==> config.mk <==
export PLATFORM = sky130hd
export DESIGN_NAME = gct_fifo
export DESIGN_NICKNAME = d
export VERILOG_FILES = /design/src/design/gct_pkg.sv /design/src/design/gct_fifo.sv
export SDC_FILE = /design/constraint.sdc
export NUM_CORES = 1
export LEC_CHECK = 0
export ABC_AREA = 0
export BUFFER_PORTS_ARGS = -buffer_cell sky130_fd_sc_hd__buf_2
export CAP_MARGIN = 20
export CORE_MARGIN = 1.5
export CORE_UTILIZATION = 45
export CTS_BUF_LIST = sky130_fd_sc_hd__clkbuf_8 sky130_fd_sc_hd__clkbuf_16
export DETAILED_ROUTE_END_ITERATION = 6
export PLACE_DENSITY = 0.61
export SLEW_MARGIN = 20
export SYNTH_ARGS = -nofsm -noshare
export SYNTH_HDL_FRONTEND = slang
export SYNTH_SLANG_ARGS = --single-unit
export TNS_END_PERCENT = 100
==> constraint.sdc <==
create_clock -name clk -period 3.6 [get_ports clk]
set_input_delay 0 -clock clk [delete_from_list [all_inputs] [get_ports clk]]
set_output_delay 0 -clock clk [all_outputs]
set_load 0.02 [all_outputs]
==> src/design/gct_pkg.sv <==
// ----------------------------------------------------------------------------
// gct_pkg
// Shared types, widths and codes for the grid cell triangulator.
// ----------------------------------------------------------------------------
package gct_pkg;

  // payload widths
  localparam int HEIGHT_W  = 16;
  localparam int CLASS_W   = 8;
  localparam int IDX_W     = 20;
  localparam int CFG_IDX_W = 3;
  localparam int CFG_DATA_W = 11;
  localparam int GEOM_W    = 11;

  // default geometry limits
  localparam int MAX_WIDTH_DEF = 1024;
  localparam int MAX_ROWS_DEF  = 1024;

  // cell queue depth
  localparam int QUEUE_DEPTH = 4;

  // register indexes
  typedef enum logic [CFG_IDX_W-1:0] {
    REG_ROW_WIDTH       = 3'd0,
    REG_ROW_COUNT       = 3'd1,
    REG_COMPACT_SPLIT   = 3'd2,
    REG_CLASS_RULE      = 3'd3,
    REG_CLASSES_PRESENT = 3'd4
  } gct_reg_e;

  // class reduction rules
  typedef enum logic [1:0] {
    CLS_MIN     = 2'd0,
    CLS_MAX     = 2'd1,
    CLS_MAJ_MIN = 2'd2,
    CLS_MAJ_MAX = 2'd3
  } gct_rule_e;

  typedef struct packed {
    logic [GEOM_W-1:0] row_width;
    logic [GEOM_W-1:0] row_count;
    logic              compact_split;
  } gct_geom_t;

  typedef struct packed {
    gct_rule_e rule;
    logic      present;
  } gct_cls_ctrl_t;

  // one closed grid cell, as queued between front and back
  typedef struct packed {
    logic [IDX_W-1:0]   p3;
    logic [IDX_W-1:0]   p1;
    logic               split_03;
    logic [CLASS_W-1:0] f0;
    logic [CLASS_W-1:0] f1;
    logic [CLASS_W-1:0] f2;
    logic [CLASS_W-1:0] f3;
    logic               fend;
  } gct_cell_t;

  typedef struct packed {
    logic room1;
    logic room2;
  } gct_qstat_t;

endpackage

==> src/design/gct_fifo.sv <==
// ----------------------------------------------------------------------------
// gct_fifo
// Short cell queue between the sample front and the triangle back.
// ----------------------------------------------------------------------------
module gct_fifo (
  input  logic                clk,
  input  logic                rst_n,
  input  logic                push,
  input  gct_pkg::gct_cell_t  push_data,
  input  logic                pop,
  output gct_pkg::gct_cell_t  head,
  output logic                head_valid,
  output gct_pkg::gct_qstat_t qstat
);
  import gct_pkg::*;

  localparam int DEPTH = QUEUE_DEPTH;
  localparam int PW    = $clog2(DEPTH);
  localparam int CW    = $clog2(DEPTH + 1);
  localparam logic [CW-1:0] ROOM1_MAX = CW'(DEPTH - 1);
  localparam logic [CW-1:0] ROOM2_MAX = CW'(DEPTH - 2);
  localparam logic [CW-1:0] FULL_CNT  = CW'(DEPTH);

  gct_cell_t       store_r [DEPTH];
  logic [PW-1:0]   wr_ptr_r;
  logic [PW-1:0]   rd_ptr_r;
  logic [CW-1:0]   count_r;

  assign head        = store_r[rd_ptr_r];
  assign head_valid  = (count_r != '0);
  assign qstat.room1 = (count_r <= ROOM1_MAX);
  assign qstat.room2 = (count_r <= ROOM2_MAX);

  always_ff @(posedge clk) begin
    if (push) begin
      store_r[wr_ptr_r] <= push_data;
    end
  end

  always_ff @(posedge clk) begin
    if (!rst_n) begin
      wr_ptr_r <= '0;
      rd_ptr_r <= '0;
      count_r  <= '0;
    end else begin
      if (push) begin
        wr_ptr_r <= (wr_ptr_r == PW'(DEPTH - 1)) ? '0 : wr_ptr_r + PW'(1);
      end
      if (pop) begin
        rd_ptr_r <= (rd_ptr_r == PW'(DEPTH - 1)) ? '0 : rd_ptr_r + PW'(1);
      end
      if (push && !pop) begin
        count_r <= count_r + CW'(1);
      end else if (pop && !push) begin
        count_r <= count_r - CW'(1);
      end
    end
  end

  a_no_overflow: assert property (@(posedge clk) disable iff (!rst_n)
    push && !pop |-> count_r != FULL_CNT)
    else $error("cell queue written while full");

  a_no_underflow: assert property (@(posedge clk) disable iff (!rst_n)
    pop |-> count_r != '0)
    else $error("cell queue read while empty");

endmodule

# After elaboration in Yosys (flattened, before gate mapping)
# Memory sizes are Yosys's and may differ from the RTL's. A register that Yosys moved wholly into a read port is not among the register bits.
# Index checks and enable logic that the tools add are counted.
# Widths: inputs -> output; s select.
dict set report classes {
  n_reduce_logical 6
  n_mux 8
  n_lt_le_gt_ge 2
  n_addsub 4
  eq_ne 2
}
# operator n
set op_table {}
lappend op_table {{$mux 2} 4}
lappend op_table {{$le 3x2->1 const B} 2}
lappend op_table {{$mux 3} 2}
lappend op_table {{$add 2x1->2 const B} 2}
lappend op_table {{$eq 2x2->1 const B} 2}
lappend op_table {{$add 3x1->3 const B} 1}
lappend op_table {{$reduce_bool 3->1} 1}
lappend op_table {{$sub 3x1->3 const B} 1}
lappend op_table {{$logic_and 1x1->1} 2}
lappend op_table {{$logic_not 1->1} 2}
lappend op_table {{$mux 1} 2}
lappend op_table {{$reduce_bool 2->1} 1}
dict set report totals {
  n_memories 1
  ramBits 296
  reg_bits 7
  word_cells 26
  inputBits 78
  output_inout_bits 77
}
# memory words width read_ports rd_ports_with_merged_regs wr line_no
set mem_list {}
lappend mem_list {store_r 4 74 1 1 1 gct_fifo.sv:24} ;# gct_cell_t store_r [DEPTH];

# Depth between registers and ports, before layout
dict set report depth {
  ltp_word 4
  ltp_mapped 7
  mapped_depth_nobuf 7
}

# Worst setup path before layout
# OpenSTA, ideal clock, no wires.
dict set report synth_timing {
  kind {register to register}
  start {reg wr_ptr_r[0]}
  end {mem store_r[3][0] (netlist bit) (enable)}
  setup_slack_ps 883
  period_less_slack_ps 2717
  t_required_ps 3160
  path_buffers 0
  arrival_time_ps 2277
  setup_ps 440
  stages_incl_launch_ff 3
  path_cell_list {dfxtp_1 -> ha_1 -> and2_1}
}
# item line_no
set synth_rtl {}
lappend synth_rtl {{start: declaration} gct_fifo.sv:25} ;# logic [PW-1:0] wr_ptr_r;
lappend synth_rtl {{start signal: assignment} gct_fifo.sv:47} ;# wr_ptr_r <= (wr_ptr_r == PW'(DEPTH - 1)) ? '0 : wr_ptr_r + PW'(1);
lappend synth_rtl {{end: declaration} gct_fifo.sv:24}
# Straight into the memory's write port.

==> results.txt <==
----------------------------------------------------
[Synth]
  Yosys cell types ... 22
  Synthesized cell area ... 11100 um^2
  Cell taking the most area after synthesis ... sky130_fd_sc_hd__edfxtp_1
  Ys async rst share ... 0%
  Cell count after synthesis ... 431
  Warnings, synthesis ... 0
  Most used standard cells in the synthesized netlist ... sky130_fd_sc_hd__edfxtp_1, sky130_fd_sc_hd__mux4_2, sky130_fd_sc_hd__dfxtp_1
  Mapped Nets ... 516
  Post-synth EDFFs ... 296
  Average cell area after synthesis ... 25.8 um^2
  Cell with the most instances after synthesis ... sky130_fd_sc_hd__edfxtp_1
  Most common flop cell mapped by yosys ... sky130_fd_sc_hd__edfxtp_1
  Total of flip-flops plus latches after synthesis ... 305
  Proportion of netlist area held by the largest area contributor ... 79.8%
  Share of the yosys chip area belonging to registers ... 81.4%
  Leading post-synthesis cells by cell area ... sky130_fd_sc_hd__edfxtp_1, sky130_fd_sc_hd__mux4_2, sky130_fd_sc_hd__dfxtp_1, sky130_fd_sc_hd__buf_6, sky130_fd_sc_hd__ha_1

[Worst setup path]
  Worst R2R End ... store_r[3][56]
  Critical path data required time ... 3.60 ns
  R2R depth ... 3
  Maximum net fanout on the critical path ... 23
  Arrival @ worst endpoint ... 2.39 ns
  Type of the setup path with the least slack ... flop to primary output
  Register-to-register setup slack ... 1.59 ns
  Critical Path Start Type ... flop
  Endpoint kind of the worst setup timing path ... primary output
  R2R Path Start ... wr_ptr_r[0]

[Detailed routing]
  Via count ... 5306
  Count of antenna-violating nets left after detailed routing ... 0
  Initial DRC count ... 321
  Number of DRC violations after detailed routing ... 0
  Overall routed net length ... 20.9 mm
  First-pass iteration count of the detailed router ... 4
  Routed WL per cell ... 20.1 um
  Via density ... 5.11

[Clocking]
  CTS tree ... built
  Buffer levels on the longest clock path ... 3
  Clock root buffer ... sky130_fd_sc_hd__clkbuf_16
  Clock buffers created by TritonCTS ... 31
  Number of H-tree branching levels ... 1
  Clock latency of the later-clocked register in the worst-skew pair ... 0.54 ns
  Total number of clock tree sinks ... 305
  Clk pin slew, worst setup/hold paths ... 0.06 ns

[Floorplan]
  Initial Util ... 45.8%
  Area of the die ... 25700 um^2
  IO Count ... 155
  Floorplan Core Area ... 24300 um^2
  Number of standard-cell rows in the floorplan ... 57
  Width of the die ... 160 um
  Vert. Die Dim ... 160 um

[Finish]
  Multi-input logic area ... 1940 um^2
  Share of final-layout standard cells stronger than drive strength 1 ... 41.0%
  Finished Layout Cells ... 1038
  Final core utilization ... 58.4%
  Final std cell area, no fill ... 14200 um^2
  Final net count ... 775
  Register area ... 9080 um^2
  FILL cells ... 1781
  Layout-stage area growth over the synthesis result ... 27.4%
  Ant diodes ... 0

[Power and ir drop]
  Final total power ... 8.29 mW
  Static power due to leakage ... 4.88 nW
  Pwr per Cell Area ... 584 nW/um^2
  IR drop worst, VDD ... 0.375 mV

[GRT]
  Maximum number of pins on one net before global-route repair ... 75
  Number of global-route vias before repair ... 5818
  Remaining global-route overflow ... 0
  Gr usage total ... 16.6%
  Global-route wire length before repair ... 32.7 mm
  Number of antenna violations at the first check in global routing ... 0

[Timing]
  Min cycle time layout ... 2.39 ns
  Final number of max-transition violations ... 0
  Hold violation count in the final report ... 0
  Setup-violating endpoint count in the final report ... 0
  Worst Clk Skew ... 0.00976 ns
  Worst rel slew slack ... 49.6%
  Sum of negative setup slack ... 0 ns
  F_max ... 419 MHz
  RSZ-0062 raised after global routing ... false
  Transition time at the pin with the least slew margin ... 0.756 ns
  Post-route fraction of the period consumed by the critical path ... 66.4%

[Placement]
  Routability congestion estimate ... 0.699
  Half-perimeter wire length after placement ... 12.0 mm
  Count of placed standard cells including taps ... 902
  Count of input and output buffers ... 154
  Area of placed instances ... 12300 um^2

[Hold path]
  Worst Hold Launch ... push_data[35]
  Class of the tightest hold or removal check ... primary input to flop
  Cell depth of the worst hold path ... 2
  Hold worst-path end ... store_r[0][35]

[Run]
  Number of maximum-capacitance constraint violations ... 0

[Outcome]
  Status ... complete, no violations

----------------------------------------------------
## registers in the layout, summed over array words and instances (netlist names), named ones only
register and count:
count_r 3, rd_ptr_r 2, store_r 296, wr_ptr_r 2
## report_power, final
part           leakage (nW)  switching, mW  internal, mW  total (mW)
sequential             2.79         0.0650          4.07        4.13
clock                 0.545           1.29          2.07        3.35
combinational          1.54          0.444         0.360       0.804
total                  4.88           1.79          6.49        8.29
## kinds of logic after synthesis
kind of cell / synth area share (%)
flops: 81.4
mux: 15.3
buf+inv: 1.29
simple gates: 0.752
fa+ha+maj: 0.854
compound gates: 0.225
xor+xnor: 0.157
## stage by stage
stage	hold slack, ns	worst slack [ns]
3_5_place_dp	0.219	1.58
4_1_cts	0.181	1.10
2_1_floorplan	0.0989	0.883
6_report	0.207	1.21
5_1_grt	0.202	1.04
3_3_place_gp	0.212	1.64
## how the worst max path moves through the flow
stage | from | to | slack, ns
floorplan | wr_ptr_r[0] | store_r[3][0] | 0.88
global placement | wr_ptr_r[0] | store_r[3][72] | 1.64
detailed placement | wr_ptr_r[0] | store_r[3][52] | 1.58
CTS | flop | head[19] | 1.10
global route | flop | head[0] | 1.04
finish | flop | head[0] | 1.21
## critical path, cell delays in order (launching register included)
cell                      delay (ns)
sky130_fd_sc_hd__dfxtp_4        0.68
sky130_fd_sc_hd__buf_4          0.42
sky130_fd_sc_hd__mux4_2         0.57
sky130_fd_sc_hd__buf_2          0.18
## metal layers
metal	global-route usage, %	vias to the layer above	share of wire [%]
met1	21.8	2783	42
li1	-	2370	-
met5	0	-	0
met2	28.9	126	51
met4	4.25	0	1.7
met3	3.15	27	5.1
## area by class of cell
class / count / share of cell area (%)
clock buffers: 31 / 5.46
clock inverters: 26 / 2.19
inverters: 5 / 0.132
multi-input cells: 105 / 13.7
flip-flops and latches: 305 / 63.9
well taps: 324 / 2.86
repair buffers: 242 / 11.8
## cell usage in the layout (no fill, tap or decap), types with 2 or more instances in the layout
cell type	netlist	final
sky130_fd_sc_hd__and2_4	0	4
sky130_fd_sc_hd__buf_12	0	2
sky130_fd_sc_hd__buf_2	7	154
sky130_fd_sc_hd__buf_4	1	7
sky130_fd_sc_hd__bufinv_16	0	7
sky130_fd_sc_hd__clkbuf_16	0	31
sky130_fd_sc_hd__clkinv_1	0	6
sky130_fd_sc_hd__clkinv_2	0	7
sky130_fd_sc_hd__clkinv_4	0	4
sky130_fd_sc_hd__dfxtp_1	9	7
sky130_fd_sc_hd__dfxtp_4	0	2
sky130_fd_sc_hd__dlygate4sd3_1	0	78
sky130_fd_sc_hd__edfxtp_1	296	296
sky130_fd_sc_hd__ha_1	6	6
sky130_fd_sc_hd__inv_1	5	7
sky130_fd_sc_hd__mux2i_1	4	4
sky130_fd_sc_hd__mux4_2	74	74
sky130_fd_sc_hd__nor2b_1	5	5
sky130_fd_sc_hd__or3_1	2	2
## timing repair
| item | 4_1_cts | 5_1_grt |
|---|---|---|
| hold endpoints to repair | 305 | 0 |
| hold buffers | 78 | 0 |
| resized for setup | 0 | 0 |
| setup buffers | 0 | 0 |
| endpoints found under the setup margin | 0 | 0 |
Note: power is estimated with default switching activity, not from simulation.
