## src/design/gct_pkg.sv

```systemverilog
// ----------------------------------------------------------------------------
// gct_pkg
// Shared types, widths and codes for the grid cell triangulator.
// ----------------------------------------------------------------------------
package gct_pkg;

  // payload widths
  localparam int HEIGHT_W  = 16;
  localparam int CLASS_W   = 8;
  localparam int IDX_W     = 20;
  localparam int CFG_IDX_W = 3;
  localparam int CFG_DATA_W = 11;
  localparam int GEOM_W    = 11;

  // default geometry limits
  localparam int MAX_WIDTH_DEF = 1024;
  localparam int MAX_ROWS_DEF  = 1024;

  // cell queue depth
  localparam int QUEUE_DEPTH = 4;

  // register indexes
  typedef enum logic [CFG_IDX_W-1:0] {
    REG_ROW_WIDTH       = 3'd0,
    REG_ROW_COUNT       = 3'd1,
    REG_COMPACT_SPLIT   = 3'd2,
    REG_CLASS_RULE      = 3'd3,
    REG_CLASSES_PRESENT = 3'd4
  } gct_reg_e;

  // class reduction rules
  typedef enum logic [1:0] {
    CLS_MIN     = 2'd0,
    CLS_MAX     = 2'd1,
    CLS_MAJ_MIN = 2'd2,
    CLS_MAJ_MAX = 2'd3
  } gct_rule_e;

  typedef struct packed {
    logic [GEOM_W-1:0] row_width;
    logic [GEOM_W-1:0] row_count;
    logic              compact_split;
  } gct_geom_t;

  typedef struct packed {
    gct_rule_e rule;
    logic      present;
  } gct_cls_ctrl_t;

  // one closed grid cell, as queued between front and back
  typedef struct packed {
    logic [IDX_W-1:0]   p3;
    logic [IDX_W-1:0]   p1;
    logic               split_03;
    logic [CLASS_W-1:0] f0;
    logic [CLASS_W-1:0] f1;
    logic [CLASS_W-1:0] f2;
    logic [CLASS_W-1:0] f3;
    logic               fend;
  } gct_cell_t;

  typedef struct packed {
    logic room1;
    logic room2;
  } gct_qstat_t;

endpackage

```

## src/design/gct_out_if.sv

```systemverilog
// ----------------------------------------------------------------------------
// gct_out_if
// Triangle request channel: three point indices, class and end flags.
// ----------------------------------------------------------------------------
interface gct_out_if;
  import gct_pkg::*;

  logic               valid;
  logic               ready;
  logic [IDX_W-1:0]   vertex_a;
  logic [IDX_W-1:0]   vertex_b;
  logic [IDX_W-1:0]   vertex_c;
  logic [CLASS_W-1:0] triangle_class;
  logic               pair_end;
  logic               frame_end;

  modport source (output valid, output vertex_a, output vertex_b, output vertex_c,
                  output triangle_class, output pair_end, output frame_end,
                  input ready);
  modport sink   (input valid, input vertex_a, input vertex_b, input vertex_c,
                  input triangle_class, input pair_end, input frame_end,
                  output ready);

endinterface

```

## src/design/gct_back.sv

```systemverilog
// ----------------------------------------------------------------------------
// gct_back
// Emits the two triangles of each queued cell and reduces their classes.
// ----------------------------------------------------------------------------
module gct_back (
  input  logic                  clk,
  input  logic                  rst_n,
  input  gct_pkg::gct_cell_t    head,
  input  logic                  head_valid,
  output logic                  pop,
  input  gct_pkg::gct_cls_ctrl_t cls_ctrl,
  gct_out_if.source             out_chan
);
  import gct_pkg::*;

  typedef enum logic {
    HALF_FIRST,
    HALF_SECOND
  } half_t;

  function automatic logic [CLASS_W-1:0] reduce_class(
    input gct_cls_ctrl_t       ctl,
    input logic [CLASS_W-1:0]  a,
    input logic [CLASS_W-1:0]  b,
    input logic [CLASS_W-1:0]  c
  );
    logic [CLASS_W-1:0] lo;
    logic [CLASS_W-1:0] hi;
    logic               maj;
    logic               take_max;
    logic [CLASS_W-1:0] res;
    maj      = (ctl.rule == CLS_MAJ_MIN) || (ctl.rule == CLS_MAJ_MAX);
    take_max = (ctl.rule == CLS_MAX) || (ctl.rule == CLS_MAJ_MAX);
    lo = (a < b) ? a : b;
    lo = (lo < c) ? lo : c;
    hi = (a > b) ? a : b;
    hi = (hi > c) ? hi : c;
    res = take_max ? hi : lo;
    if (maj && ((a == b) || (a == c))) begin
      res = a;
    end else if (maj && (b == c)) begin
      res = b;
    end
    if (!ctl.present) begin
      res = '0;
    end
    return res;
  endfunction

  half_t              half_r;
  logic               out_valid_r;
  logic [IDX_W-1:0]   va_r;
  logic [IDX_W-1:0]   vb_r;
  logic [IDX_W-1:0]   vc_r;
  logic [CLASS_W-1:0] cls_r;
  logic               pair_r;
  logic               fend_r;

  logic               load;
  logic [IDX_W-1:0]   p0;
  logic [IDX_W-1:0]   p2;
  logic [IDX_W-1:0]   va_nxt;
  logic [IDX_W-1:0]   vb_nxt;
  logic [IDX_W-1:0]   vc_nxt;
  logic [CLASS_W-1:0] cls_nxt;

  assign load = !out_valid_r || out_chan.ready;
  assign pop  = load && head_valid && (half_r == HALF_SECOND);
  assign p0   = head.p1 - IDX_W'(1);
  assign p2   = head.p3 - IDX_W'(1);

  always_comb begin
    if (half_r == HALF_FIRST) begin
      va_nxt = p2;
      vb_nxt = head.split_03 ? head.p3 : head.p1;
      vc_nxt = p0;
      cls_nxt = head.split_03 ? reduce_class(cls_ctrl, head.f2, head.f3, head.f0)
                              : reduce_class(cls_ctrl, head.f2, head.f1, head.f0);
    end else begin
      va_nxt = head.p1;
      vb_nxt = head.split_03 ? p0 : p2;
      vc_nxt = head.p3;
      cls_nxt = head.split_03 ? reduce_class(cls_ctrl, head.f1, head.f0, head.f3)
                              : reduce_class(cls_ctrl, head.f1, head.f2, head.f3);
    end
  end

  always_ff @(posedge clk) begin
    if (!rst_n) begin
      half_r      <= HALF_FIRST;
      out_valid_r <= 1'b0;
    end else if (load) begin
      out_valid_r <= head_valid;
      if (head_valid) begin
        va_r   <= va_nxt;
        vb_r   <= vb_nxt;
        vc_r   <= vc_nxt;
        cls_r  <= cls_nxt;
        pair_r <= (half_r == HALF_SECOND);
        fend_r <= (half_r == HALF_SECOND) && head.fend;
        unique case (half_r)
          HALF_FIRST:  half_r <= HALF_SECOND;
          HALF_SECOND: half_r <= HALF_FIRST;
          default:     half_r <= HALF_FIRST;
        endcase
      end
    end
  end

  assign out_chan.valid          = out_valid_r;
  assign out_chan.vertex_a       = va_r;
  assign out_chan.vertex_b       = vb_r;
  assign out_chan.vertex_c       = vc_r;
  assign out_chan.triangle_class = cls_r;
  assign out_chan.pair_end       = pair_r;
  assign out_chan.frame_end      = fend_r;

  a_pair_follows: assert property (@(posedge clk) disable iff (!rst_n)
    out_valid_r && out_chan.ready && !pair_r |=> out_valid_r && pair_r)
    else $error("first triangle of a cell not followed by its second");

  a_fend_on_pair: assert property (@(posedge clk) disable iff (!rst_n)
    out_valid_r && fend_r |-> pair_r)
    else $error("frame end on a first triangle");

endmodule

```

## src/flat_wrapper.sv

```systemverilog
// flat-port wrapper written by rule: the top's interface ports become plain ports
module gct_back_flat import gct_pkg::*;
  (clk, rst_n, head, head_valid, pop, cls_ctrl, out_chan_valid, out_chan_vertex_a, out_chan_vertex_b, out_chan_vertex_c, out_chan_triangle_class, out_chan_pair_end, out_chan_frame_end, out_chan_ready);
  gct_out_if out_chan_i ();
  input  logic clk;
  input  logic rst_n;
  input  gct_pkg::gct_cell_t head;
  input  logic head_valid;
  output logic pop;
  input  gct_pkg::gct_cls_ctrl_t cls_ctrl;
  output wire logic [$bits(out_chan_i.valid)-1:0] out_chan_valid;
  output wire logic [$bits(out_chan_i.vertex_a)-1:0] out_chan_vertex_a;
  output wire logic [$bits(out_chan_i.vertex_b)-1:0] out_chan_vertex_b;
  output wire logic [$bits(out_chan_i.vertex_c)-1:0] out_chan_vertex_c;
  output wire logic [$bits(out_chan_i.triangle_class)-1:0] out_chan_triangle_class;
  output wire logic [$bits(out_chan_i.pair_end)-1:0] out_chan_pair_end;
  output wire logic [$bits(out_chan_i.frame_end)-1:0] out_chan_frame_end;
  input wire logic [$bits(out_chan_i.ready)-1:0] out_chan_ready;
  assign out_chan_valid = out_chan_i.valid;
  assign out_chan_vertex_a = out_chan_i.vertex_a;
  assign out_chan_vertex_b = out_chan_i.vertex_b;
  assign out_chan_vertex_c = out_chan_i.vertex_c;
  assign out_chan_triangle_class = out_chan_i.triangle_class;
  assign out_chan_pair_end = out_chan_i.pair_end;
  assign out_chan_frame_end = out_chan_i.frame_end;
  assign out_chan_i.ready = out_chan_ready;
  gct_back u_core (.clk(clk), .rst_n(rst_n), .head(head), .head_valid(head_valid), .pop(pop), .cls_ctrl(cls_ctrl), .out_chan(out_chan_i));
endmodule
```

## config.mk

```make
export PLATFORM = sky130hd
export DESIGN_NAME = gct_back_flat
export DESIGN_NICKNAME = d
export VERILOG_FILES = /design/src/design/gct_pkg.sv /design/src/design/gct_out_if.sv /design/src/design/gct_back.sv /design/src/flat_wrapper.sv
export SDC_FILE = /design/constraint.sdc
export NUM_CORES = 1
export LEC_CHECK = 0
export BUFFER_PORTS_ARGS = -buffer_cell sky130_fd_sc_hd__clkbuf_2
export CORE_ASPECT_RATIO = 1.75
export CORE_MARGIN = 2
export CORE_UTILIZATION = 40
export CTS_BUF_LIST = sky130_fd_sc_hd__clkbuf_4 sky130_fd_sc_hd__clkbuf_8
export CTS_CLUSTER_SIZE = 20
export DETAILED_ROUTE_END_ITERATION = 10
export HOLD_SLACK_MARGIN = 0.03
export SETUP_SLACK_MARGIN = 0.2
export SYNTH_ARGS = -nofsm -noshare
export SYNTH_HDL_FRONTEND = slang
export SYNTH_SLANG_ARGS = --single-unit
```

## constraint.sdc

```tcl
create_clock -name clk -period 10.4 [get_ports clk]
set_input_delay 3.12 -clock clk [delete_from_list [all_inputs] [get_ports clk]]
set_output_delay 3.12 -clock clk [all_outputs]
set_load 0.01 [all_outputs]
```

; ---- Yosys cells after proc, flatten, opt, wreduce, memory -nomap -nowiden
; Index checks and enable logic that the tools add are counted.
; Widths: inputs -> output; s select.
[op_classes]
eq_ne = 11
n_addsub = 2
bitwise = 1
div = 0
mul = 0
magnitude_cmp = 16
shifts = 0
n_reduce_logical = 21
muxes = 41
[ops]
columns = op, count
row1 = $mux 8, 35
row2 = $mux 20, 5
row3 = $eq 8x8->1, 8
row4 = $gt 8x8->1, 8
row5 = $lt 8x8->1, 8
row6 = $sub 20x1->20 const B, 2
row7 = $logic_and 1x1->1, 11
row8 = $logic_or 1x1->1, 7
row9 = $eq 2x2->1 const B, 2
row10 = $reduce_and 3->1, 1
row11 = $eq 2x1->1 const B, 1
row12 = $pmux 1 s2, 1
row13 = $reduce_and 2->1, 1
row14 = $logic_not 1->1, 1
row15 = $not 1->1, 1
[word_totals]
output_inout_bits = 72
rom_bits = 0
input_bits = 81
mem_count = 0
register_bits = 72
latch_bits = 0
word_cells = 100
mem_bits_rw = 0

; ---- Depth between registers and ports, before layout
; Gate-level depths: netlist of run 1.
[logic_depth]
ltp_word = 10
mapped_depth = 20
depth_no_buf = 17

; ---- Least setup slack after synthesis of run 1
; Ideal clock, no wire load.
[synth_timing]
path_kind = input to register
start = input port head[17] (netlist name)
end = register u_core.cls_r[4] (netlist: u_core.out_chan.triangle_class[4]), data pin
path_stages = 18
n_path_buf = 3
t_required_ns = 10.128
arrival_time_ns = 6.816
setup_ns = 0.272
setup_slack_ns = 3.313
cell_sequence = buf_2 -> inv_1 -> ha_1 -> and4_1 -> and2_2 -> a21oi_1 -> buf_2 -> mux2_2 -> ha_1 -> nor2b_1 -> o21ai_0 -> a21oi_1 -> o31a_1 -> buf_2 -> nand2_1 -> o31ai_1 -> o221a_2 -> or4_1
[synth_via]
elab_chain_len = 10
elab_cells_between_ends = 50
cone_classes = order compare: 12 / eq/ne: 4 / mux: 27 / reduce/logical: 7
[synth_lines]
columns = element, line_no
row1 = start: declaration, flat_wrapper.sv:7  ; input gct_pkg::gct_cell_t head;
row2 = $lt 8x8->1 or $gt 8x8->1 (tied branches), "gct_back.sv:34, gct_back.sv:36"
row3 = $mux 8 (on tied branches), "gct_back.sv:34, gct_back.sv:36"
row4 = $lt 8x8->1 or $gt 8x8->1 (tied branches), "gct_back.sv:35, gct_back.sv:37"
row5 = $mux 8 (on tied branches), "gct_back.sv:35, gct_back.sv:37"
row6 = $mux 8, gct_back.sv:38  ; res = take_max ? hi : lo;
row7 = $mux 8, gct_back.sv:41  ; end else if (maj && (b == c)) begin
row8 = $mux 8, gct_back.sv:39  ; if (maj && ((a == b) || (a == c))) begin
row9 = $mux 8, gct_back.sv:44  ; if (!ctl.present) begin
row10 = $mux 8 (on tied branches), "gct_back.sv:77, gct_back.sv:83"
row11 = $mux 8 (*), gct_back.sv:73  ; if (half_r == HALF_FIRST) begin
row12 = net u_core.cls_nxt[4], gct_back.sv:65  ; logic [CLASS_W-1:0] cls_nxt;
row13 = end signal: assignment, gct_back.sv:98  ; cls_r <= cls_nxt;
row14 = end: declaration, gct_back.sv:55  ; logic [CLASS_W-1:0] cls_r;
; The timed path passes the listed nets; every way through them passes the cells marked *.
; A chain may end at the register's enable or synchronous reset.

; ---- Worst setup path after layout of run 1
[layout_timing]
start = input port head[26] (netlist name)
end = register u_core.cls_r[7] (netlist: u_core.out_chan.triangle_class[7]), data pin
[layout_via]
elab_chain_len = 10
elab_cells_between_ends = 44
cone_classes = order compare: 8 / eq/ne: 4 / mux: 23 / reduce/logical: 9
[layout_lines]
columns = element, line_no
row1 = $lt 8x8->1 or $gt 8x8->1 (tied branches), "gct_back.sv:34, gct_back.sv:36"
row2 = $mux 8 (on tied branches), "gct_back.sv:34, gct_back.sv:36"
row3 = $lt 8x8->1 or $gt 8x8->1 (tied branches), "gct_back.sv:35, gct_back.sv:37"
row4 = $mux 8 (on tied branches), "gct_back.sv:35, gct_back.sv:37"
row5 = $mux 8, gct_back.sv:38
row6 = $mux 8, gct_back.sv:41
row7 = $mux 8, gct_back.sv:39
row8 = $mux 8, gct_back.sv:44
row9 = $mux 8, gct_back.sv:83  ; cls_nxt = head.split_03 ? reduce_class(cls_ctrl, head.f1, head.f0, head.f3)
row10 = $mux 8 (*), gct_back.sv:73
row11 = net u_core.cls_nxt[7], gct_back.sv:65
; Marked as above.

==> results of run 1 <==
[synth_stat cells (26+ instances only)]
cell type                  instances  share of area (%)
sky130_fd_sc_hd__buf_2            26                1.4
sky130_fd_sc_hd__o21ai_0          49                2.7
sky130_fd_sc_hd__nand2_1          75                3.1
sky130_fd_sc_hd__mux2_2           61                7.5
sky130_fd_sc_hd__nand3_1          38                2.1
sky130_fd_sc_hd__a21oi_1          47                2.6
sky130_fd_sc_hd__ha_1             86                 12
sky130_fd_sc_hd__nor3_1           37                2.0
sky130_fd_sc_hd__edfxtp_1         70                 23
sky130_fd_sc_hd__nor2_1           48                2.0
sky130_fd_sc_hd__inv_1            54                2.2
sky130_fd_sc_hd__xnor2_1          43                4.1
sky130_fd_sc_hd__clkbuf_1         26                1.1
[area by class of cell]
| type | instances | share of cell area (%) |
|---|---|---|
| Timing Repair Buffer | 166 | 8.394 |
| Multi-Input combinational cell | 827 | 63.55 |
| Antenna cell | 1 | 0.02426 |
| Inverter | 55 | 2.001 |
| Clock buffer | 10 | 1.274 |
| Clock inverter | 5 | 0.3396 |
| Sequential cell | 72 | 20.78 |
| Tap cell | 300 | 3.639 |
[power breakdown]
| group | leakage [nW] | internal (mW) | total (mW) | switching (mW) |
|---|---|---|---|---|
| logic | 3.47 | 0.200 | 0.515 | 0.315 |
| registers | 0.672 | 0.345 | 0.350 | 0.00531 |
| clock network | 0.0855 | 0.0878 | 0.201 | 0.114 |
| total | 4.23 | 0.633 | 1.07 | 0.434 |
[registers in the layout, indices dropped and copies added, names as in the netlist]
name and count:
u_core.out_chan.pair_end 1, u_core.out_chan.vertex_a 20, u_core.out_chan.vertex_c 20, u_core.out_chan.valid 1
u_core.out_chan.frame_end 1, u_core.out_chan.triangle_class 8, u_core.half_r 1, u_core.out_chan.vertex_b 20
[final timing paths]
kind                              start                                 to  slack [ns]
setup reg to reg          u_core.half_r  u_core.out_chan.triangle_class[5]        7.23
hold / removal    u_core.out_chan.valid              u_core.out_chan.valid        0.57
setup / recovery               head[26]  u_core.out_chan.triangle_class[7]        2.28
hold reg to reg   u_core.out_chan.valid              u_core.out_chan.valid        0.57
[through the flow]
stage	worst slack, ns	util, %	instances	power [mW]
floorplan	3.313	-	1016	0.7032
finish	2.284	45.54	1436	1.067
global placement	2.002	44.79	1420	0.8600
CTS	2.479	45.53	1435	1.065
detailed placement	2.059	44.79	1420	0.8617
global route	2.110	45.53	1435	1.125
[layer usage]
metal / up-vias / global-route usage [%]
met5: - / 0
met4: 0 / 23.85
met3: 170 / 4.009
met2: 506 / 55.93
met1: 4369 / 31.46
li1: 4161 / -
[critical path, delay by kind of cell]
kind                       cells  cell delay, ns
adders and majority gates      2            0.65
buffers and inverters          2            0.70
and+or+nand+nor                6            1.49
AOI/OAI and AO/OA              7            2.27
[logic make-up (layout without fill, tap and decap cells)]
family | after synthesis | count (layout) | share of synthesized area, %
compound gates | 277 | 277 | 22.13
xor+xnor | 60 | 60 | 5.713
buf+inv | 117 | 236 | 5.509
simple gates | 303 | 303 | 17.25
flops | 72 | 72 | 23.29
fa+ha+maj | 86 | 86 | 11.70
mux | 101 | 101 | 14.41
other cells | 0 | 1 | 0
==> summary.md, run 1 <==
The flow ran to the end, and the final reports show no timing, DRC or antenna violations. The slew of the pin with the lowest slew margin works out to 1.106 ns. The total area inside the core boundary comes to 0.02265 mm². After synthesis the netlist holds a flip-flop and latch count of 72.

The number of setup buffers added after CTS is 0. Counting I/O delays and the setup requirement, the final critical path takes 8.116 ns. Derived from the worst setup path, the maximum achievable clock frequency is 123.2 MHz. The logs give 0 for the count of endpoints failing setup in the final report and 3 for the H-tree depth. The fill cell instance count of the final layout is 2332, and the number of gates resized after CTS is 0. After legalization and detailed placement, the total HPWL measured 29680 µm. The final critical-path share of the clock period was 78.04%; the routed length on met3 was 2428 µm. The tools report the tightest hold margin as 0.5719 ns. The number of cells on the worst reg-to-reg path is 7. STA puts the critical path data arrival time at 8.24 ns.

Initial antenna violation count: 0. The critical path class is primary input to flip-flop. Entering global routing, the biggest net connects 71 pins.

In the layout the commonest cells are sky130_fd_sc_hd__clkbuf_2, sky130_fd_sc_hd__ha_1, sky130_fd_sc_hd__nand2_1. After routing the design area is 0.01031 mm². The tree built by TritonCTS fans out to 72 sinks. Compared with the post-synthesis result, the final layout area differs by 12.15%.

Clock-pin slew was measured on the worst setup and hold paths at 0.09 ns. Number of remaining DRC errors: 0. Yosys printed 0 warnings. The type of the most critical hold path is flip-flop to flip-flop.

The synthesized area divided by synthesized cell count came out at 9.053 µm². The net count of the finished layout is 1298. Via count of the first global-routing pass: 8995. Sequential cells were found to cover 23.29% of the synthesized design area.

After detailed routing, the number of vias per cell comes to 6.411. Measured along the x axis, the die boundary spans 118.6 µm. In the final routing, the length of wire on met1 measures 13120 µm. The die span in y was 204.6 µm. The number of nets handed over by synthesis was 1183. The logs give 30.74% for the global routing usage summed across all routing layers and 25.84% for the worst relative slew slack.

For the maximum vdd drop, the log shows 0.04842 mV. The final routed wirelength across all metal layers came out at 37910 µm. Along the worst hold path, the cell count comes to 2. The initial utilization of the core area, before any placement, comes to 40.60%. The tools report the sum of met2 wire segment lengths after detailed routing as 19120 µm.

The congestion estimate from routability-driven global placement came to 1.057. The cts-stage hold buffer count is 0. The highest metal layer with signal wires is met4. The run gives 10.53 ns as the data required time at the worst endpoint. The worst setup path is captured at a flip-flop. The power density relative to cell area was 103.4 mW/mm². Setup repair after global routing left no endpoint under its margin. The clock tree buffer depth was 2; the share of synthesized registers carrying an async set or reset was 0%.

The die covers 0.02427 mm². The cell sitting at the root of the clock tree is a sky130_fd_sc_hd__clkbuf_8. The per-cell routed wire length is 26.40 µm. The worst setup path is launched from a primary input. Registers take 0.002143 mm². For the number of primary I/O pins, the log shows 153. The sum of negative setup slack was 0 ns. Clock latency on the worst-skew pair, taken at its later pin, is 0.37 ns.

Synthesis produced 1016 cells. Across the run, the number of max-cap violations was 0. The detail route stage leaves a number of antenna-violating nets equal to 0.

For this run the aggregate overflow at the end of global routing stands at 0. The number of search-and-repair iterations in the first detailed-routing pass is 6, and the count of input and output buffers is 152. Cells with a size suffix above 1 make up 26.78% of the layout. The netlist uses 90 different library cells.

In this run the cell area measured after placement is 0.01015 mm². TritonCTS built the clock tree. For this design the static power due to leakage is 4.230 nW. The largest individual stage delay along the critical path comes from the cell sky130_fd_sc_hd__o21ai_1. The critical path goes through clkbuf_2 -> inv_1 -> ha_1 -> nor2b_1 -> o211a_1 -> o21ai_1 -> a21oi_1 -> a21o_1 -> ha_1 -> a211oi_1 -> nand2_1 -> nor3_1 -> nand3_1 -> and3_1 -> o31ai_1 -> o31ai_1 -> or4_1. The initialized floorplan defines 73 standard-cell rows. Leaving out fill and tap cells, the most frequent cell in the layout is sky130_fd_sc_hd__clkbuf_2.

The number of pins exceeding their max-slew limit in the final report was 0; the first-pass GRT wire length was 55420 µm. Number of enable-type register cells in the synthesized netlist: 70. In this run, CTS created clock tree buffers numbering 9. For this run, the slowest stage of the critical path takes 0.60 ns. The multi-input combinational cells in the finished layout cover a total of 0.006555 mm². The cell area after synthesis is 0.009198 mm².

The violation count after the first detailed-routing iteration came out at 772. Prevailing post-synth register cell: sky130_fd_sc_hd__edfxtp_1. Detailed routing inserted a total of 9206 vias. Clock skew after layout: 0.01305 ns. The number of hold violations in the final report was 0; the largest driver fanout on the critical path was 11.
Power figures use the tool's default switching activity.
==> run 2: changes to the inputs <==
==> constraint.sdc (replaced) <==
create_clock -name clk -period 7.95 [get_ports clk]
set_input_delay 2.385 -clock clk [delete_from_list [all_inputs] [get_ports clk]]
set_output_delay 2.385 -clock clk [all_outputs]
set_load 0.01 [all_outputs]
==> run 2 against run 1 <==
Total power rose by 33%; design area rose by 2.3%; worst hold slack got worse by 0.0016 ns; clock power rose by 34%; sequential cell count did not move; global-route usage rose by 1.2 points; via count rose by 1.6%; clock skew fell by 0.0014 ns; cell count rose by 2.2%; routed wire length rose by 3.1%; sequential share of layout area fell by 0.46 points; count of clock-buffer cells in the layout fell by 1.
==> summary.md, run 2 (same netlist as run 1, synthesis figures left out) <==
The slowest stage of the critical path is the sky130_fd_sc_hd__o21ai_1 cell. The tools report the antenna diode count as 0 (-1). Buffers inserted during post-CTS setup optimization: 0 (unchanged). Count of standard-cell rows: 73 (unchanged).

The largest driver fanout on the critical path was 11 (unchanged). The initial antenna violation count is 0 (unchanged). The critical path class is primary input to flip-flop. The HPWL reported at the end of detailed placement came out at 30750 µm (+3.6%). The number of stages on the worst hold path was 2 (unchanged); the leakage power summed over all cells was 4.379 nW (+3.5%). The area growth from synthesis to layout was 14.69%; the first-pass GRT wire length was 57740 µm (+4.2%).

The critical path goes through clkbuf_2 -> inv_1 -> ha_1 -> nor2b_1 -> o211a_1 -> o21ai_1 -> a21oi_1 -> a21o_1 -> ha_1 -> a211oi_1 -> nand2_1 -> nor3_1 -> nand3_1 -> and3_1 -> o31a_1 -> a32oi_1 -> nand4_1. The count of input and output buffers was 152 (unchanged); the clock skew after layout was 0.01168 ns (-0.001362 ns). The area of the placeable core is 0.02265 mm² (unchanged), and the die span in y is 204.6 µm (unchanged). Beginning of the worst hold path: u_core.out_chan.valid. Setup repair after global routing left no endpoint under its margin. CTS placed an instance of sky130_fd_sc_hd__clkbuf_8 at the clock tree root. For the final routed wirelength across all metal layers, the log shows 39070 µm (+3.1%).

The number of nets with antenna violations after routing was 0 (unchanged); the number of vias in the routed layout was 9352 (+1.6%). The tools report the routed length on met3 as 2408 µm (-0.82%). The tools report the number of gates resized after CTS as 0 (unchanged). In the layout the commonest cells are sky130_fd_sc_hd__clkbuf_2, sky130_fd_sc_hd__ha_1, sky130_fd_sc_hd__nand2_1. The number of search-and-repair iterations in the first detailed-routing pass came out at 5 (-1). TritonCTS built the clock tree. The via count of the first global-routing pass came out at 9486 (+5.5%). Share of post-route cells with drive strength above 1: 28.62% (+1.8 points). The flow ran to the end, and the final reports show no timing, DRC or antenna violations. The final critical-path share of the clock period is 89.73%, and the total buffers and inverters traversed by the critical path is 2 (unchanged). The worst setup path is captured at a flip-flop. The count of endpoints failing setup in the final report was 0 (unchanged). The type of the most critical hold path is flip-flop to flip-flop. The clock transition at the registers of the reported paths is 0.09 ns (about the same).

The global routing usage summed across all routing layers is 31.98% (+1.2 points), and the die extent in x is 118.6 µm (unchanged). The data required time at the worst endpoint is 7.99 ns (-2.54 ns), and the final setup slack of the worst path is 0.8165 ns (-1.467 ns). Insertion delay of the later-clocked pin in the worst-skew pair: 0.36 ns (about the same). The number of primary I/O pins is 153 (unchanged). The run gives 19320 µm (+1.0%) as the sum of met2 wire segment lengths after detailed routing. The pre-CTS setup slack was 0.8325 ns (-1.227 ns); the number of pins exceeding their max-slew limit in the final report was 0 (unchanged). The slew of the pin with the lowest slew margin was 1.079 ns (-0.02705 ns); the count of cells along the worst register-to-register path was 6 (-1). The logs give 71 (unchanged) for the pin count of the biggest net entering global routing and 13290 µm (+1.3%) for the routed length on met1. For the worst relative slew slack, the log shows 27.65% (+1.8 points).

The cell with the most instances on the worst path is sky130_fd_sc_hd__ha_1. Final global-route overflow total: 0 (unchanged). The run gives 40.60% (unchanged) as the effective utilization at floorplan. The violation count after the first detailed-routing iteration is 1041 (+35%). The worst reg2reg path endpoint is u_core.out_chan.triangle_class[4].

The critical path's largest stage delay is 0.65 ns (+0.05 ns), and the average via count per standard cell is 6.375 (-0.56%). The maximum vdd drop is 0.07824 mV (+62%). The launch instance of the worst register-to-register path was u_core.half_r.

The worst setup path is launched from a primary input. The per-cell routed wire length works out to 26.63 µm (+0.89%). The cts-stage hold buffer count was 0 (unchanged). The highest metal layer carrying signal wires in the routed design is met4. The final net count is 1329 (+2.4%), and the number of buffers inserted during clock tree synthesis is 9 (unchanged).

The critical path starts at head[26]. For hold timing, the worst endpoint is u_core.out_chan.valid. The endpoint arrival time on the critical path was 7.18 ns (-1.06 ns); the number of hold violations in the final report was 0 (unchanged). The run gives 2 (unchanged) as the clock tree buffer depth.

The power density relative to cell area is 134.3 mW/mm² (+30%), and the full die area is 0.02427 mm² (unchanged). The cell family contributing the most delay on the critical path was compound AO/OA/AOI/OAI gates. Based on the critical path, the design can be clocked at up to 140.2 MHz.

The logs give 4.65 ns (-2.58 ns) for the internal reg-to-reg setup slack and 3 (unchanged) for the H-tree depth. The max-cap check violation count was 0 (unchanged); the number of remaining DRC errors was 0 (unchanged). Leaving out fill and tap cells, the most frequent cell in the layout is sky130_fd_sc_hd__clkbuf_2. The minimum period implied by the final worst setup slack came out at 7.133 ns.

The sum of negative setup slack was 0 ns (unchanged); the total clock sinks was 72 (unchanged). For the final weighted congestion in routability-driven placement, the log shows 1.079 (+2.1%).
-- run 2: cell types whose count changed in the layout (fill, tap and decap cells not counted), sizes merged --
cell / previous run / this run
diode: 1 / 0
buf: 14 / 45
clkbuf: 162 / 161
inv: 54 / 56
-- run 2: worst max-delay path by stage --
stage	cells after the start	end	slack (ns)
2_1_floorplan	18	u_core.out_chan.triangle_class[4]	1.60
3_3_place_gp	17	u_core.out_chan.triangle_class[1]	0.81
6_report	17	u_core.out_chan.triangle_class[1]	0.82
5_1_grt	17	u_core.out_chan.triangle_class[1]	0.69
3_5_place_dp	17	u_core.out_chan.triangle_class[1]	0.83
4_1_cts	17	u_core.out_chan.triangle_class[1]	1.20
-- run 2: layer usage --
layer | up-vias | track usage [%]
li1 | 4225 | -
met1 | 4402 | 32.56
met2 | 513 | 56.98
met3 | 212 | 4.510
met4 | 0 | 27.25
met5 | - | 0
-- run 2: stage by stage --
step | power [mW] | hold slack, ns | cell area, µm² | utilization [%] | std cells
3_5_place_dp | 1.141 | 0.5496 | 10380 | 45.82 | 1451
6_report | 1.417 | 0.5703 | 10550 | 46.57 | 1467
3_3_place_gp | 1.139 | 0.5432 | 10380 | 45.82 | 1451
2_1_floorplan | 0.9199 | 0.4064 | 9198 | - | 1016
5_1_grt | 1.500 | 0.6087 | 10550 | 46.57 | 1467
4_1_cts | 1.413 | 0.5622 | 10550 | 46.57 | 1467
-- run 2: area by class of cell --
type	instances	area, µm²
clock buffer	9	123.9
sequential	72	2143
inverter	55	206.4
clock inverter	7	46.29
fill	2293	12100
tap	300	375.4
multi-input combinational	827	6555
timing repair buffer	197	1099
-- run 2: tightest hold or removal path, delay by kind of cell (launching register included) --
family / cells / cell delay (ns)
flops: 1 / 0.32
simple gates: 1 / 0.12
compound gates: 1 / 0.09
-- run 2: report_power, final --
part	internal [mW]	leakage [nW]	switching [mW]
Sequential	0.451	0.672	0.00671
Clock	0.113	0.0851	0.155
Combinational	0.274	3.62	0.416
Total	0.838	4.38	0.578
